[config.mk]
export PLATFORM = sky130hd
export DESIGN_NAME = qslerp_sin
export DESIGN_NICKNAME = d
export VERILOG_FILES = /design/src/rtl/qslerp_pkg.sv /design/src/rtl/qslerp_sin.sv
export SDC_FILE = /design/constraint.sdc
export NUM_CORES = 2
export LEC_CHECK = 0
export BUFFER_PORTS_ARGS = -buffer_cell sky130_fd_sc_hd__buf_2
export CORE_ASPECT_RATIO = 0.6
export CORE_MARGIN = 2
export CORE_UTILIZATION = 28
export DETAILED_ROUTE_END_ITERATION = 7
export HOLD_SLACK_MARGIN = 0.08
export PLACE_DENSITY = 0.42
export SLEW_MARGIN = 20
export SYNTH_ARGS = -nofsm -noshare
export SYNTH_HDL_FRONTEND = slang
export SYNTH_SLANG_ARGS = --single-unit
export TNS_END_PERCENT = 1
[constraint.sdc]
create_clock -name clk_i -period 6.7 [get_ports clk_i]
set_input_delay 0 -clock clk_i [delete_from_list [all_inputs] [get_ports clk_i]]
set_output_delay 0 -clock clk_i [all_outputs]
set_load 0.03 [all_outputs]
[src/rtl/qslerp_pkg.sv]
// qslerp_pkg: shared constants and the arctangent table for the slerp datapath
// no dependencies
package qslerp_pkg;

  localparam int FracOne     = 16384;
  localparam int AngW        = 20;
  localparam int CordicSteps = 16;
  localparam int RootW       = 17;
  localparam int QuoW        = 31;

  localparam logic [16:0]            AngHalfPi     = 17'd102944;
  localparam logic [17:0]            AngPi         = 18'd205887;
  localparam logic signed [AngW-1:0] CordicGainInv = 20'sd39797;

  function automatic logic signed [AngW-1:0] atan_at(input logic [3:0] idx);
    logic signed [AngW-1:0] a;
    case (idx)
      4'd0:    a = 20'sd51472;
      4'd1:    a = 20'sd30386;
      4'd2:    a = 20'sd16055;
      4'd3:    a = 20'sd8150;
      4'd4:    a = 20'sd4091;
      4'd5:    a = 20'sd2047;
      4'd6:    a = 20'sd1024;
      4'd7:    a = 20'sd512;
      4'd8:    a = 20'sd256;
      4'd9:    a = 20'sd128;
      4'd10:   a = 20'sd64;
      4'd11:   a = 20'sd32;
      4'd12:   a = 20'sd16;
      4'd13:   a = 20'sd8;
      4'd14:   a = 20'sd4;
      default: a = 20'sd2;
    endcase
    return a;
  endfunction

endpackage

[src/rtl/qslerp_sin.sv]
// qslerp_sin: two-lane pipelined rotation cordic giving sine in Q.16
// depends on qslerp_pkg
module qslerp_sin import qslerp_pkg::*; #(
  parameter int SideW = 8
) (
  input  logic                   clk_i,
  input  logic                   rst_ni,
  input  logic                   en_i,
  input  logic                   valid_i,
  input  logic [16:0]            arg_a_i,
  input  logic [16:0]            arg_b_i,
  input  logic [SideW-1:0]       side_i,
  output logic                   valid_o,
  output logic signed [AngW-1:0] sin_a_o,
  output logic signed [AngW-1:0] sin_b_o,
  output logic [SideW-1:0]       side_o
);

  logic signed [AngW-1:0] x_q [CordicSteps][2];
  logic signed [AngW-1:0] y_q [CordicSteps][2];
  logic signed [AngW-1:0] z_q [CordicSteps][2];
  logic                   vld_q  [CordicSteps];
  logic [SideW-1:0]       side_q [CordicSteps];

  for (genvar j = 0; j < CordicSteps; j++) begin : g_step
    logic             vld_in;
    logic [SideW-1:0] side_in;

    if (j == 0) begin : g_head
      assign vld_in  = valid_i;
      assign side_in = side_i;
    end else begin : g_next
      assign vld_in  = vld_q[j-1];
      assign side_in = side_q[j-1];
    end

    for (genvar l = 0; l < 2; l++) begin : g_lane
      logic signed [AngW-1:0] x_in, y_in, z_in, x_d, y_d, z_d;

      if (j == 0) begin : g_head
        assign x_in = CordicGainInv;
        assign y_in = '0;
        assign z_in = $signed(AngW'((l == 0) ? arg_a_i : arg_b_i));
      end else begin : g_next
        assign x_in = x_q[j-1][l];
        assign y_in = y_q[j-1][l];
        assign z_in = z_q[j-1][l];
      end

      always_comb begin
        if (z_in >= 0) begin
          x_d = x_in - (y_in >>> j);
          y_d = y_in + (x_in >>> j);
          z_d = z_in - atan_at(4'(j));
        end else begin
          x_d = x_in + (y_in >>> j);
          y_d = y_in - (x_in >>> j);
          z_d = z_in + atan_at(4'(j));
        end
      end

      always_ff @(posedge clk_i) begin
        if (en_i) begin
          x_q[j][l] <= x_d;
          y_q[j][l] <= y_d;
          z_q[j][l] <= z_d;
        end
      end
    end

    always_ff @(posedge clk_i or negedge rst_ni) begin
      if (!rst_ni) begin
        vld_q[j] <= 1'b0;
      end else if (en_i) begin
        vld_q[j] <= vld_in;
      end
    end

    always_ff @(posedge clk_i) begin
      if (en_i) begin
        side_q[j] <= side_in;
      end
    end
  end

  assign valid_o = vld_q[CordicSteps-1];
  assign sin_a_o = y_q[CordicSteps-1][0];
  assign sin_b_o = y_q[CordicSteps-1][1];
  assign side_o  = side_q[CordicSteps-1];

endmodule

==> results.md <==
- Status: finished, final reports clean
- Iter 0 DRT Violations: a little under 7000
- Residual DRC: 0
- Grt met3 use: 0.01903
- RePlAce Congestion: between 0.8 and 0.9
- Pre-Repair DR Iteration Count: 5
- GRT Total Usage: 0.1436
- Hpwl dp: 267.3 mm
- CTS H-Tree Depth: 4
- Setup Skew: ~0.05 ns
- Drt total wl: 342.2 mm
- PostCTS Resize Cnt: 0
- Worst-path clk slew: about 0.070 ns
- Crit path buffers/inverters: 3
- Count of cell types in the netlist: 97
- CTS buffer count: 203
- Vias in the first global route: between 80000 and 90000
- Share of the synthesized area in the top cell type: 0.4066
- Met1 Use GR: 0.2484
- Syn Inst Count: 12713
- Rows: between 150 and 200
- Period minus WS final: 5.555 ns
- Fraction of layout cells with a size suffix above 1: 0.05177
- Met2 Use GR: 0.1817
- Cell family with most CP delay: compound AO/OA/AOI/OAI gates
- Grt ovf: 0
- # Post-CTS Setup Buffers: 0
- Die height: between 500 and 600 microns
- Max clock buf depth: 4
- WL per Instance: around 18 microns
- Initial Util: 0.2816
- Input/output buffers: 94
- Post-cts hold buffer count: ~110
- Max incr delay on CP: 0.62 ns
- Synthesis warning total: 0
- Slew HR: 0.2840
- Critical Path Fanout Max: 16
- Initial antenna violation count: 14
- # setup viols final: 0
- WP data arrival: 6.21 ns
- Critical path capture point type: register
- Ports: 95
- CTS root buf: clkbuf_16
- Final worst-path cycle share: 0.8292
- Flops & latches, synth: 1756
- Synth Flop Type: edfxtp_1
- Hold WC Path Type: in -> async
- Least-Margin Pin Slew: around 1.1 ns
- CP Class: reg -> reg
- Seq/Total Area, Yosys: 0.4097
- Asr flop ratio synth: 0.009112
- Synth cell count leaders: edfxtp_1 (1740), ha_1 (1445), nor2_1 (1212), xnor2_1 (1136), a21oi_1 (1083)
- Syn-to-layout area delta: 12.57%
- Final hold vios: 0
- RSZ-0062 raised after global routing: no
- Number of flops mapped to enable cells by yosys: 1740
- Area leader, netlist: edfxtp_1
- Crit-path slowest cell: o41ai_1
- Clock net sink count: between 1500 and 2000
- Final max-slew violation count: 0
- Vias per cell: 4.826
- Clk_lat worst skew: 0.94 ns
- Largest cells by area after synthesis: edfxtp_1 (41%), ha_1 (14%), xnor2_1 (7.7%), a21oi_1 (4.2%), nor2_1 (3.5%)
- Max Freq: around 0.18 GHz
- Pin count of the biggest net entering global routing: roughly 170
- Syn Area/Cell: between 10 and 15 sq um
- Busiest layer in global routing: met1
- Die Wd: approximately 880 microns
- Cells along the critical path: inv_1 -> ha_1 -> nor4b_1 -> nand2_1 -> nor4_1 -> and3_1 -> nor2_1 -> clkinv_1 -> buf_4 -> nor2_1 -> xor2_1 -> ha_1 -> o41ai_1 -> o21ai_0 -> o41ai_1 -> o21ai_0 -> o41ai_1 -> o21ai_0 -> xnor2_1
- Top-count cell post-synth: edfxtp_1
- Core ar.: between 400000 and 500000 sq um
- Crit path launch type: register
- Required @ worst endpoint: ~7.4 ns
- Nets: between 10000 and 15000
- Total negative slack: 0 ns
- Total number of vias: 93213
- First-pass GRT wire length: approximately 540 mm
- DRT antenna net count: 0
- Area of the die: around 460000 sq um
- CTS tree: done
- Synthesized area: 128500 sq um
- Maxcap violations: 0
==> per-layer routing <==
metal | vias up | wire length (microns)
li1 | 47747 | -
met1 | 43676 | 202500
met2 | 1497 | 120200
met3 | 293 | 14580
met4 | 0 | 5001
met5 | - | 0
==> layout by cell type, fill, tap and decap left out, types with 76 or more instances in the layout <==
cell / netlist / routed
edfxtp_1: 1740 / 1740
or3_1: 126 / 126
a21oi_1: 1083 / 1083
a211oi_1: 125 / 125
nor3_1: 381 / 381
o21bai_1: 153 / 153
nor2_1: 1212 / 1205
o31ai_1: 139 / 139
nand2_1: 754 / 754
and3_1: 135 / 135
nor2b_1: 155 / 155
buf_2: 13 / 93
a21o_1: 216 / 216
dlygate4sd3_1: 0 / 113
buf_4: 1 / 76
xnor2_1: 1136 / 1136
o41ai_1: 102 / 102
o21a_1: 168 / 168
nand3_1: 287 / 287
ha_1: 1445 / 1445
clkbuf_16: 0 / 208
nand2b_1: 134 / 134
nor4_1: 158 / 158
xor2_1: 518 / 518
o21ai_0: 646 / 646
inv_1: 655 / 655
==> registers in the layout, indices dropped and copies added, names as in the netlist <==
register,cells
side_q,128
g_step.vld_in,15
valid_o,1
y_q,560
x_q,494
z_q,558
==> path summary, 6_finish.rpt <==
path	startpoint	endpoint	slack, ns	cells after the start
max	z_q[1][59]	y_q[0][259]	1.14	19
min	rst_ni	g_step[13].vld_in	0.18	3
max reg2reg	z_q[1][59]	y_q[0][259]	1.14	19
min reg2reg	side_q[1][39]	side_q[1][47]	0.41	0
max in group asynchronous	rst_ni	g_step[3].vld_in	6.04	3
min in group clk_i	arg_b_i[13]	z_q[0][13]	0.21	4
==> tightest hold or removal path, stage by stage <==
cell and delay (ns):
dlygate4sd3_1 0.52, buf_2 0.09, dlygate4sd3_1 1.01
==> through the flow <==
step / setup WS, ns / cell area (sq um) / instances / util / hold WS, ns
floorplan: 2.023 / 128500 / 12719 / - / -0.2956
global placement: 1.331 / 136700 / 18816 / 0.2995 / -0.06109
detailed placement: 1.217 / 136700 / 18816 / 0.2995 / -0.06819
CTS: 1.194 / 144600 / 19305 / 0.3169 / 0.08610
global route: 0.5627 / 144700 / 19311 / 0.3169 / 0.1584
finish: 1.145 / 144700 / 19315 / 0.3169 / 0.1772
==> kinds of logic after synthesis <==
logic type	after synthesis	synth area share
AO/OA/AOI/OAI	3175	0.1575
XOR/XNOR	1654	0.1127
adder cells (fa/ha/maj)	1516	0.1517
buffers and inverters	873	0.02578
flip-flops	1756	0.4097
multiplexers	92	0.007555
other	2	0.00005844
AND/OR/NAND/NOR	3645	0.1350
==> area by class of cell <==
cell class | instances | area [sq um]
Sequential cell | 1756 | 52650
Multi-Input combinational cell | 10090 | 72600
Fill cell | 47110 | 311800
Antenna cell | 10 | 25.02
Tap cell | 6111 | 7646
Clock inverter | 140 | 1478
Clock buffer | 236 | 5310
Timing Repair Buffer | 294 | 2407
Inverter | 678 | 2545
Power is not shown: default switching activity piles up to over one toggle a cycle in this logic, so the estimate is an artifact.
