File: src/rtl/qslerp_pkg.sv
// qslerp_pkg: shared constants and the arctangent table for the slerp datapath
// no dependencies
package qslerp_pkg;

  localparam int FracOne     = 16384;
  localparam int AngW        = 20;
  localparam int CordicSteps = 16;
  localparam int RootW       = 17;
  localparam int QuoW        = 31;

  localparam logic [16:0]            AngHalfPi     = 17'd102944;
  localparam logic [17:0]            AngPi         = 18'd205887;
  localparam logic signed [AngW-1:0] CordicGainInv = 20'sd39797;

  function automatic logic signed [AngW-1:0] atan_at(input logic [3:0] idx);
    logic signed [AngW-1:0] a;
    case (idx)
      4'd0:    a = 20'sd51472;
      4'd1:    a = 20'sd30386;
      4'd2:    a = 20'sd16055;
      4'd3:    a = 20'sd8150;
      4'd4:    a = 20'sd4091;
      4'd5:    a = 20'sd2047;
      4'd6:    a = 20'sd1024;
      4'd7:    a = 20'sd512;
      4'd8:    a = 20'sd256;
      4'd9:    a = 20'sd128;
      4'd10:   a = 20'sd64;
      4'd11:   a = 20'sd32;
      4'd12:   a = 20'sd16;
      4'd13:   a = 20'sd8;
      4'd14:   a = 20'sd4;
      default: a = 20'sd2;
    endcase
    return a;
  endfunction

endpackage

File: src/rtl/qslerp_isqrt.sv
// qslerp_isqrt: pipelined integer square root, one root bit per stage
// depends on qslerp_pkg
module qslerp_isqrt import qslerp_pkg::*; #(
  parameter int SideW = 8
) (
  input  logic             clk_i,
  input  logic             rst_ni,
  input  logic             en_i,
  input  logic             valid_i,
  input  logic [32:0]      rad_i,
  input  logic [SideW-1:0] side_i,
  output logic             valid_o,
  output logic [RootW-1:0] root_o,
  output logic [SideW-1:0] side_o
);

  localparam int Steps = RootW;

  logic [33:0]      rem_q  [Steps];
  logic [RootW-1:0] root_q [Steps];
  logic             vld_q  [Steps];
  logic [SideW-1:0] side_q [Steps];

  for (genvar j = 0; j < Steps; j++) begin : g_step
    localparam int K = Steps - 1 - j;
    logic [33:0]      rem_in;
    logic [RootW-1:0] root_in;
    logic             vld_in;
    logic [SideW-1:0] side_in;
    logic [35:0]      trial;
    logic             fits;

    if (j == 0) begin : g_head
      assign rem_in  = {1'b0, rad_i};
      assign root_in = '0;
      assign vld_in  = valid_i;
      assign side_in = side_i;
    end else begin : g_next
      assign rem_in  = rem_q[j-1];
      assign root_in = root_q[j-1];
      assign vld_in  = vld_q[j-1];
      assign side_in = side_q[j-1];
    end

    assign trial = (36'(root_in) << (K + 1)) + (36'd1 << (2 * K));
    assign fits  = {2'b00, rem_in} >= trial;

    always_ff @(posedge clk_i or negedge rst_ni) begin
      if (!rst_ni) begin
        vld_q[j] <= 1'b0;
      end else if (en_i) begin
        vld_q[j] <= vld_in;
      end
    end

    always_ff @(posedge clk_i) begin
      if (en_i) begin
        rem_q[j]  <= fits ? 34'({2'b00, rem_in} - trial) : rem_in;
        root_q[j] <= fits ? (root_in | (RootW'(1) << K)) : root_in;
        side_q[j] <= side_in;
      end
    end
  end

  assign valid_o = vld_q[Steps-1];
  assign root_o  = root_q[Steps-1];
  assign side_o  = side_q[Steps-1];

endmodule

File: config.mk
export PLATFORM = sky130hd
export DESIGN_NAME = qslerp_isqrt
export DESIGN_NICKNAME = d
export VERILOG_FILES = /design/src/rtl/qslerp_pkg.sv /design/src/rtl/qslerp_isqrt.sv
export SDC_FILE = /design/constraint.sdc
export NUM_CORES = 1
export LEC_CHECK = 0
export BUFFER_PORTS_ARGS = -buffer_cell sky130_fd_sc_hd__buf_2
export CAP_MARGIN = 20
export CORE_ASPECT_RATIO = 0.75
export CORE_UTILIZATION = 53
export CTS_CLUSTER_SIZE = 8
export DETAILED_ROUTE_END_ITERATION = 8
export PLACE_DENSITY_LB_ADDON = 0.1
export SLEW_MARGIN = 30
export SYNTH_ARGS = -nofsm -noshare
export SYNTH_HDL_FRONTEND = slang
export SYNTH_SLANG_ARGS = --single-unit
export TNS_END_PERCENT = 1
File: constraint.sdc
create_clock -name clk_i -period 4.75 [get_ports clk_i]
set_input_delay 0.95 -clock clk_i [delete_from_list [all_inputs] [get_ports clk_i]]
set_output_delay 0.95 -clock clk_i [all_outputs]
set_load 0.1 [all_outputs]
==> metrics.md <==
| Metric | Value |
|---|---|
| Clk root buf | `clkbuf_16` |
| Post-CTS setup buffer count | `0` |
| Arrival time of the worst setup path | `4.28 ns` |
| First-pass GRT wire length | `114000 microns` |
| Adder-cell share of the synthesized area | `5.54%` |
| Largest family of logic cells by synthesized area | `simple AND/OR/NAND/NOR gates` |
| CTS Buffer Depth | `3` |
| Number of max-cap violations | `0` |
| Reg2reg setup slack | `0.89 ns` |
| Detailed Place HPWL | `50000 microns` |
| Clk_lat worst skew | `0.68 ns` |
| Core footprint | `0.0700 sq mm` |
| Ys Warns | `0` |
| Largest fanout on the critical path | `36` |
| Number of global-route vias before repair | `21400` |
| Syn Std Cell Area | `0.0375 sq mm` |
| Layout area overhead | `13.0%` |
| I/O pin total | `71` |
| Max VDD drop | `0.324 mV` |
| Iteration-0 DRC Markers | `1821` |
| GPL Wtd Cong | `0.955` |
| #FFs+latches synth | `850` |
| Final worst-path cycle share | `81.2%` |
| Ys flop type | `edfxtp_1` |
| Total CTS buffers | `116` |
| Worst path max stage delay | `0.60 ns` |
| Worst Max-Slew Pin Slew | `0.853 ns` |
| CTS tree | `done` |
| Skew final | `0.0345 ns` |
| Post-synthesis compound-gate area fraction | `7.34%` |
| Max-slew headroom | `43.0%` |
| Layout cells sized above 1 | `9.57%` |
| Max Clk Rate | `0.259 GHz` |
| DR WL/cell | `18.5 microns` |
| H-tree Lvls | `3` |
| Placed insts | `3718` |
| Post-Synth XOR/XNOR Area | `5.10%` |
| Antenna violations before repair | `0` |
| Post-synth EDFFs | `833` |
| Nets | `3101` |
| Clk slew on worst S/H paths | `0.05 ns` |
| Mean Syn Cell Area | `13.8 sq um` |
| Leading cell type in the layout, fill and taps excluded | `edfxtp_1` |
| Layout Cells excl Fill | `3853` |
| Remaining DRCs | `0` |
| Setup crit start kind | `flip-flop` |
| Filler cells | `5323` |
| Slowest stage cell, crit path | `or4_4` |
| Initial Util | `53.5%` |
| Highest-count cells in the layout ignoring fill and taps | `edfxtp_1 (833), inv_1 (204), nand2_1 (167)` |
| Critical R2R Capture | `rem_q[0][422]` |
| Setup TNS | `0 ns` |
| Register area | `0.0254 sq mm` |
| Post-route ant nets | `0` |
| Gr usage total | `20.3%` |
| RSZ-0062 raised after global routing | `false` |
| Final max-slew violation count | `0` |
| Via count | `21500` |
| Critical Path End | `rem_q[0][422]` |
| # clock sinks | `850` |
| Largest net degree at the start of global routing | `101` |
| WL met1 | `34000 microns` |
| Top Layer Used | `met4` |
| Final Hold Viols | `0` |
| Hold Buf Count CTS | `0` |
| Simple-Gate Fraction of Synth Area | `10.4%` |
| Worst EP required | `5.17 ns` |
| Design Power | `20.0 mW` |
| Total wire length | `71100 microns` |
| HP Class | `input pin to async pin` |
| Mapped Cells | `2706` |
| Leakage | `15.8 nW` |
| Power Density | `473 mW/mm^2` |
| FF-to-FF path depth | `7` |
| Setup CP Type | `flip-flop to flip-flop` |
| Multi-input logic area | `0.0111 sq mm` |
| Multiplexer share of the synthesized area | `1.24%` |
| # setup viols final | `0` |
| Die area | `0.0718 sq mm` |
| Metal3 WL | `3480 microns` |
| Number of unique standard cell types used by synthesis | `74` |
| Fin crit period | `3.86 ns` |
| Crit path from | `rem_q[0][396]` |
| Die X | `309 microns` |
| Seq/Total Area, Yosys | `67.9%` |
| Die Y | `232 microns` |
| Worst R2R Start | `rem_q[0][396]` |
| Status | `finished clean` |
| Via/cell ratio | `5.58` |
| CP Cell Sequence | `or4_4, or3_1, or4_1, or3_1, or4_4, nor2_8, mux2_1` |
| # resized after CTS | `0` |
| Routed met2 length | `31900 microns` |
| GRT overflow | `0` |
| DR pass1 iterations | `5` |
| Fraction of registers with async set/reset | `2.00%` |
| CP endpoint kind | `flip-flop` |
| Rows | `84` |
| Port Buffer Count | `70` |
-- flip-flops by register name, indices dropped and copies added (netlist names) --
register       cells
g_step.vld_in     16
rem_q            544
root_q           153
side_q           136
valid_o            1
-- cell usage after synthesis (all sizes together) (7+ instances only) --
library cell | instances | share of area (%)
nand2b | 28 | 0.47
a21oi | 123 | 1.6
o211ai | 8 | 0.16
nand4 | 41 | 0.68
a31oi | 9 | 0.15
nor4 | 78 | 1.3
nor2b | 28 | 0.47
ha | 166 | 5.5
nand3 | 30 | 0.40
and2 | 8 | 0.13
o22ai | 7 | 0.12
mux2 | 36 | 1.1
a211oi | 10 | 0.20
nor3b | 8 | 0.16
or2 | 9 | 0.15
nor4b | 14 | 0.33
o21bai | 14 | 0.28
xor2 | 109 | 2.5
inv | 205 | 2.1
or3 | 33 | 0.55
or4 | 23 | 0.48
xnor2 | 109 | 2.5
nand4b | 7 | 0.16
clkbuf | 27 | 0.27
nand2 | 167 | 1.7
o31ai | 23 | 0.46
o21a | 40 | 0.80
buf | 7 | 0.10
nor3 | 86 | 1.1
a21o | 38 | 0.76
nor2 | 155 | 1.6
o21ai | 122 | 1.6
dfrtp | 17 | 1.1
and3 | 12 | 0.20
edfxtp | 833 | 67
-- how the worst min path moves through the flow --
stage                  start               end  slack [ns]  cells after the start
2_1_floorplan   side_q[9][0]     side_q[10][0]        0.40                      0
6_report              rst_ni  g_step[6].vld_in        0.20                      1
3_5_place_dp   side_q[10][2]     side_q[11][2]        0.40                      0
3_3_place_gp    side_q[1][7]      side_q[2][7]        0.40                      0
5_1_grt               rst_ni  g_step[1].vld_in        0.19                      1
4_1_cts               rst_ni  g_step[1].vld_in        0.17                      1
-- per-stage QoR --
stage          area, sq um  hold slack, ns  setup WS (ns)  util (%)
2_1_floorplan        37500           0.400           1.25         -
3_3_place_gp         39200           0.400          0.968      56.0
3_5_place_dp         39200           0.405          0.907      56.0
4_1_cts              42300           0.167          0.913      60.5
5_1_grt              42300           0.191          0.773      60.5
6_report             42300           0.198          0.892      60.5
-- cell type report --
class / instances / area share (%)
Multi-Input combinational cell: 1618 / 26.3
Timing Repair Buffer: 99 / 1.57
Clock inverter: 6 / 0.352
Clock buffer: 128 / 7.06
Tap cell: 946 / 2.80
Antenna cell: 1 / 0.00591
Sequential cell: 850 / 60.1
Inverter: 205 / 1.82
-- layer usage --
metal	up-vias	GRT usage (%)
li1	10500	-
met1	10300	29.0
met2	556	31.6
met3	126	3.83
met4	0	5.99
met5	-	0
-- report_power, final --
group	switching, mW	total, mW	leakage [nW]	internal (mW)
Clock	2.89	7.26	1.53	4.37
Combinational	1.61	2.78	6.10	1.17
Sequential	0.623	9.97	8.21	9.35
Total	5.12	20.0	15.8	14.9
-- kinds of logic after synthesis --
kind of cell / after synthesis
XOR/XNOR: 218
flip-flops: 850
AO/OA/AOI/OAI: 441
buffers and inverters: 239
AND/OR/NAND/NOR: 749
other: 1
multiplexers: 42
adder cells (fa/ha/maj): 166
-- worst max-delay path, delay by kind of cell, from the launching register on --
family / cells / cell delay (ns)
AND/OR/NAND/NOR: 6 / 2.77
flip-flops: 1 / 0.48
multiplexers: 1 / 0.37
No activity file was read; power rests on OpenSTA's default activity.
