## src/rtl/qslerp_pkg.sv

```systemverilog
// qslerp_pkg: shared constants and the arctangent table for the slerp datapath
// no dependencies
package qslerp_pkg;

  localparam int FracOne     = 16384;
  localparam int AngW        = 20;
  localparam int CordicSteps = 16;
  localparam int RootW       = 17;
  localparam int QuoW        = 31;

  localparam logic [16:0]            AngHalfPi     = 17'd102944;
  localparam logic [17:0]            AngPi         = 18'd205887;
  localparam logic signed [AngW-1:0] CordicGainInv = 20'sd39797;

  function automatic logic signed [AngW-1:0] atan_at(input logic [3:0] idx);
    logic signed [AngW-1:0] a;
    case (idx)
      4'd0:    a = 20'sd51472;
      4'd1:    a = 20'sd30386;
      4'd2:    a = 20'sd16055;
      4'd3:    a = 20'sd8150;
      4'd4:    a = 20'sd4091;
      4'd5:    a = 20'sd2047;
      4'd6:    a = 20'sd1024;
      4'd7:    a = 20'sd512;
      4'd8:    a = 20'sd256;
      4'd9:    a = 20'sd128;
      4'd10:   a = 20'sd64;
      4'd11:   a = 20'sd32;
      4'd12:   a = 20'sd16;
      4'd13:   a = 20'sd8;
      4'd14:   a = 20'sd4;
      default: a = 20'sd2;
    endcase
    return a;
  endfunction

endpackage

```

## src/rtl/qslerp_vec.sv

```systemverilog
// qslerp_vec: pipelined vectoring cordic, angle of (x, y) in Q.16 radians
// depends on qslerp_pkg
module qslerp_vec import qslerp_pkg::*; #(
  parameter int SideW = 8
) (
  input  logic                   clk_i,
  input  logic                   rst_ni,
  input  logic                   en_i,
  input  logic                   valid_i,
  input  logic [16:0]            x_i,
  input  logic [16:0]            y_i,
  input  logic [SideW-1:0]       side_i,
  output logic                   valid_o,
  output logic signed [AngW-1:0] z_o,
  output logic [SideW-1:0]       side_o
);

  logic signed [AngW-1:0] x_q [CordicSteps];
  logic signed [AngW-1:0] y_q [CordicSteps];
  logic signed [AngW-1:0] z_q [CordicSteps];
  logic                   vld_q  [CordicSteps];
  logic [SideW-1:0]       side_q [CordicSteps];

  for (genvar j = 0; j < CordicSteps; j++) begin : g_step
    logic signed [AngW-1:0] x_in, y_in, z_in, x_d, y_d, z_d;
    logic                   vld_in;
    logic [SideW-1:0]       side_in;

    if (j == 0) begin : g_head
      assign x_in    = $signed(AngW'(x_i));
      assign y_in    = $signed(AngW'(y_i));
      assign z_in    = '0;
      assign vld_in  = valid_i;
      assign side_in = side_i;
    end else begin : g_next
      assign x_in    = x_q[j-1];
      assign y_in    = y_q[j-1];
      assign z_in    = z_q[j-1];
      assign vld_in  = vld_q[j-1];
      assign side_in = side_q[j-1];
    end

    always_comb begin
      if (y_in > 0) begin
        x_d = x_in + (y_in >>> j);
        y_d = y_in - (x_in >>> j);
        z_d = z_in + atan_at(4'(j));
      end else begin
        x_d = x_in - (y_in >>> j);
        y_d = y_in + (x_in >>> j);
        z_d = z_in - atan_at(4'(j));
      end
    end

    always_ff @(posedge clk_i or negedge rst_ni) begin
      if (!rst_ni) begin
        vld_q[j] <= 1'b0;
      end else if (en_i) begin
        vld_q[j] <= vld_in;
      end
    end

    always_ff @(posedge clk_i) begin
      if (en_i) begin
        x_q[j]    <= x_d;
        y_q[j]    <= y_d;
        z_q[j]    <= z_d;
        side_q[j] <= side_in;
      end
    end
  end

  assign valid_o = vld_q[CordicSteps-1];
  assign z_o     = z_q[CordicSteps-1];
  assign side_o  = side_q[CordicSteps-1];

endmodule

```

## config.mk

```make
export PLATFORM = sky130hd
export DESIGN_NAME = qslerp_vec
export DESIGN_NICKNAME = d
export VERILOG_FILES = /design/src/rtl/qslerp_pkg.sv /design/src/rtl/qslerp_vec.sv
export SDC_FILE = /design/constraint.sdc
export NUM_CORES = 2
export LEC_CHECK = 0
export BUFFER_PORTS_ARGS = -buffer_cell sky130_fd_sc_hd__buf_2
export CORE_MARGIN = 2
export CORE_UTILIZATION = 52
export DETAILED_ROUTE_END_ITERATION = 6
export HOLD_SLACK_MARGIN = 0.06
export PLACE_DENSITY = 0.75
export SYNTH_ARGS = -nofsm -noshare
export SYNTH_HDL_FRONTEND = slang
export SYNTH_SLANG_ARGS = --single-unit
```

## constraint.sdc

```tcl
create_clock -name clk_i -period 9.85 [get_ports clk_i]
set_clock_uncertainty 0.1 [all_clocks]
set_input_delay 2.4625 -clock clk_i [delete_from_list [all_inputs] [get_ports clk_i]]
set_output_delay 2.4625 -clock clk_i [all_outputs]
set_load 0.01 [all_outputs]
```

==> flow_summary.json <==
{
  "status": "finished clean",
  "rsz0062_at_grt": "false",
  "synth_seq_cells": 991,
  "core.rowCount": 136,
  "post_cts_hold_buffer_count": 0,
  "finalHoldViolations": 0,
  "die_w_um": 376,
  "yosys.area_share.adder_pct": 15.4,
  "wl_per_cell_um": 18.3,
  "fin_nets": 8009,
  "syn_to_final_growth_pct": 8.53,
  "place_ws_ps": 4320,
  "post_synth_and_or_nand_nor_area_fraction_pct": 11.8,
  "tritoncts_num_sinks": 991,
  "detail_route.drc_violations": 0,
  "htreeDepth": 3,
  "cts-buffers-inserted": 108,
  "grt_pass1_wl_mm": 265,
  "cts_tree": "built",
  "cts-root-buf": "sky130_fd_sc_hd__clkbuf_16",
  "ys_async_sr_fraction_pct": 1.61,
  "max-slew-margin-rel_pct": 20.1,
  "synth.yosys.seq_area_share_pct": 41.3,
  "cp.arrival_ps": 6000,
  "num_vias": 53148,
  "critPathLaunchType": "flop",
  "timing.setup.critical_path_class": "flop to flop",
  "postSynthAreaPerCell_um2": 10.3,
  "synth_ff_type": "sky130_fd_sc_hd__edfxtp_1",
  "floorplan.initialDensity_pct": 52.4,
  "clk_latency_ps": 750,
  "post_synth_mux_area_share_pct": 0.618,
  "dr.pass1.iters": 6,
  "worstMarginPinSlew_ps": 1180,
  "number_of_vias_per_cell_after_detailed_routing": 5.91,
  "synth_compound_gate_area_share_pct": 17.9,
  "post_route_worst_setup_slack_ps": 4210,
  "critPathCaptureType": "flop",
  "endpoint_required_time_on_the_critical_path_ps": 10210,
  "drt_iter0_drc": 4200,
  "antenna_violations_before_repair": 0,
  "post_synth_instance_area_um2": 71900,
  "postRouteAntennaNets": 0,
  "cts-resized-gates": 0,
  "dieArea_um2": 141000,
  "most_common_library_cell_in_the_layout_ignoring_fill_and_taps": "sky130_fd_sc_hd__edfxtp_1",
  "post_synth_inst_count": 6982,
  "portBuffers": 73,
  "num_antenna_cells": 0,
  "globalplace.congestion": 0.941,
  "synth_top_family_by_area": "compound AO/OA/AOI/OAI gates",
  "dieHeight_um": 376,
  "ff_to_ff_setup_slack_ps": 4210,
  "achievable_freq_ghz": 0.177,
  "synth.yosys.warnings": 0,
  "max-cap-violations": 0,
  "ioPinCount": 75,
  "synth_xor_xnor_area_share_pct": 10.7,
  "critPathMaxFanout": 31,
  "post-route-min-period_ps": 5640,
  "maximum_number_of_pins_on_one_net_before_global_route_repair": 181,
  "finalCritPeriodShare_pct": 57.3,
  "layout.filler_cells": 11543,
  "half_perimeter_wire_length_of_the_detailed_placement_result_mm": 126,
  "fin_hold_ws_ps": 301,
  "synth_edf_count": 975,
  "post-cts-setup-buffer-count": 0,
  "placeableCoreArea_um2": 137000,
  "layout-drive-gt1-share_pct": 5.32,
  "fin_setup_tns_ps": 0,
  "leftover_overflow_at_the_end_of_global_routing": 0,
  "final_setup_violation_count": 0,
  "syn-num-nets": 7886,
  "worstHoldPathType": "flop to flop",
  "post_synth_num_cell_types": 97,
  "final_max_tran_viols": 0,
  "drt-total-wl_mm": 164,
  "worst_setup_hold_path_clk_slew_ps": 60,
  "ctsLongestPathBuffers": 3,
  "grtUsageTotal_pct": 22.8,
  "grt_pass1_vias": 51779,
  "most-common-layout-cells": "sky130_fd_sc_hd__edfxtp_1, sky130_fd_sc_hd__ha_1, sky130_fd_sc_hd__a21oi_1, sky130_fd_sc_hd__nor2_1, sky130_fd_sc_hd__xnor2_1"
}
-- final cells by class --
| type | instances | area [um^2] | area share [%] |
|---|---|---|---|
| multi-input combinational | 5558 | 40600 | 52.0 |
| sequential | 991 | 29700 | 38.0 |
| clock buffer | 127 | 2810 | 3.61 |
| tap | 1794 | 2240 | 2.88 |
| inverter | 347 | 1310 | 1.67 |
| clock inverter | 73 | 785 | 1.01 |
| timing repair buffer | 99 | 621 | 0.795 |
-- flip-flops by register name, summed over array words and instances (netlist names) --
name,flops
g_step.vld_in,15
side_q,128
valid_o,1
x_q,264
y_q,299
z_q,284
-- path summary, 6_finish.rpt --
kind,start,to,cells past startpoint
setup / recovery,y_q[0][87],y_q[0][119],18
hold / removal,side_q[0][36],side_q[0][44],0
setup reg to reg,y_q[0][87],y_q[0][119],18
hold reg to reg,side_q[0][36],side_q[0][44],0
max in group asynchronous,rst_ni,valid_o,1
min in group asynchronous,rst_ni,g_step[13].vld_in,1
-- cell usage after synthesis, types with 25 or more instances --
cell	number	share of area [%]
sky130_fd_sc_hd__a211oi_1	74	0.77
sky130_fd_sc_hd__nor2_1	622	3.2
sky130_fd_sc_hd__o21bai_1	69	0.72
sky130_fd_sc_hd__clkbuf_1	59	0.31
sky130_fd_sc_hd__nand2b_1	91	0.79
sky130_fd_sc_hd__nor4_1	65	0.57
sky130_fd_sc_hd__xnor2_1	585	7.1
sky130_fd_sc_hd__o31ai_1	84	0.88
sky130_fd_sc_hd__o21a_1	154	1.6
sky130_fd_sc_hd__nand3_1	74	0.52
sky130_fd_sc_hd__nand2_1	404	2.1
sky130_fd_sc_hd__fa_1	44	1.2
sky130_fd_sc_hd__a21boi_0	35	0.37
sky130_fd_sc_hd__a21oi_1	625	4.3
sky130_fd_sc_hd__a21o_1	230	2.4
sky130_fd_sc_hd__xor2_1	295	3.6
sky130_fd_sc_hd__or3_1	40	0.35
sky130_fd_sc_hd__nor3_1	147	1.0
sky130_fd_sc_hd__a31oi_1	53	0.46
sky130_fd_sc_hd__o21ai_0	395	2.7
sky130_fd_sc_hd__edfxtp_1	975	41
sky130_fd_sc_hd__inv_1	338	1.8
sky130_fd_sc_hd__or2_2	25	0.22
sky130_fd_sc_hd__and3_1	62	0.54
sky130_fd_sc_hd__ha_1	814	14
sky130_fd_sc_hd__nor2b_1	99	0.86
sky130_fd_sc_hd__o211ai_1	25	0.26
sky130_fd_sc_hd__o41ai_1	36	0.44
-- cells by family (layout without fill, tap and decap cells) --
family / Yosys count / count (layout)
compound gates: 2009 / 2009
simple gates: 1767 / 1767
fa+ha+maj: 858 / 858
mux: 42 / 42
other cells: 1 / 1
xor+xnor: 881 / 881
buf+inv: 433 / 646
flops: 991 / 991
-- stage by stage --
| step | instances | area [um^2] | utilization, % |
|---|---|---|---|
| floorplan | 6982 | 71900 | - |
| global route | 8989 | 78000 | 56.8 |
| finish | 8989 | 78000 | 56.8 |
| global placement | 8789 | 74400 | 54.2 |
| CTS | 8989 | 78000 | 56.8 |
| detailed placement | 8789 | 74400 | 54.2 |
-- critical path, cell delays in order (launching register included) --
cell	delay [ps]
sky130_fd_sc_hd__edfxtp_1	440
sky130_fd_sc_hd__nor2_1	160
sky130_fd_sc_hd__nor4b_2	620
sky130_fd_sc_hd__nand3_1	290
sky130_fd_sc_hd__nor2_1	270
sky130_fd_sc_hd__nor2_2	50
sky130_fd_sc_hd__buf_4	250
sky130_fd_sc_hd__inv_1	590
sky130_fd_sc_hd__nor2_1	130
sky130_fd_sc_hd__xor2_1	170
sky130_fd_sc_hd__ha_1	350
sky130_fd_sc_hd__and3_1	190
sky130_fd_sc_hd__a221oi_1	570
sky130_fd_sc_hd__a211oi_1	250
sky130_fd_sc_hd__o21ai_0	210
sky130_fd_sc_hd__nand2_1	120
sky130_fd_sc_hd__a221o_1	310
sky130_fd_sc_hd__a21oi_1	180
sky130_fd_sc_hd__xnor2_1	80
-- routing by layer --
layer  wire length [um]  global-route usage (%)  vias to the layer above
li1                   -                       -                    26216
met1              71000                    29.2                    25210
met2              79600                    39.7                     1407
met3               7870                    2.89                      315
met4               5630                    8.15                        0
met5                  0                       0                        -
Power is left out: the tool's default activity adds up to more than one toggle a clock period on the data nets, which glitch-free logic cannot reach.
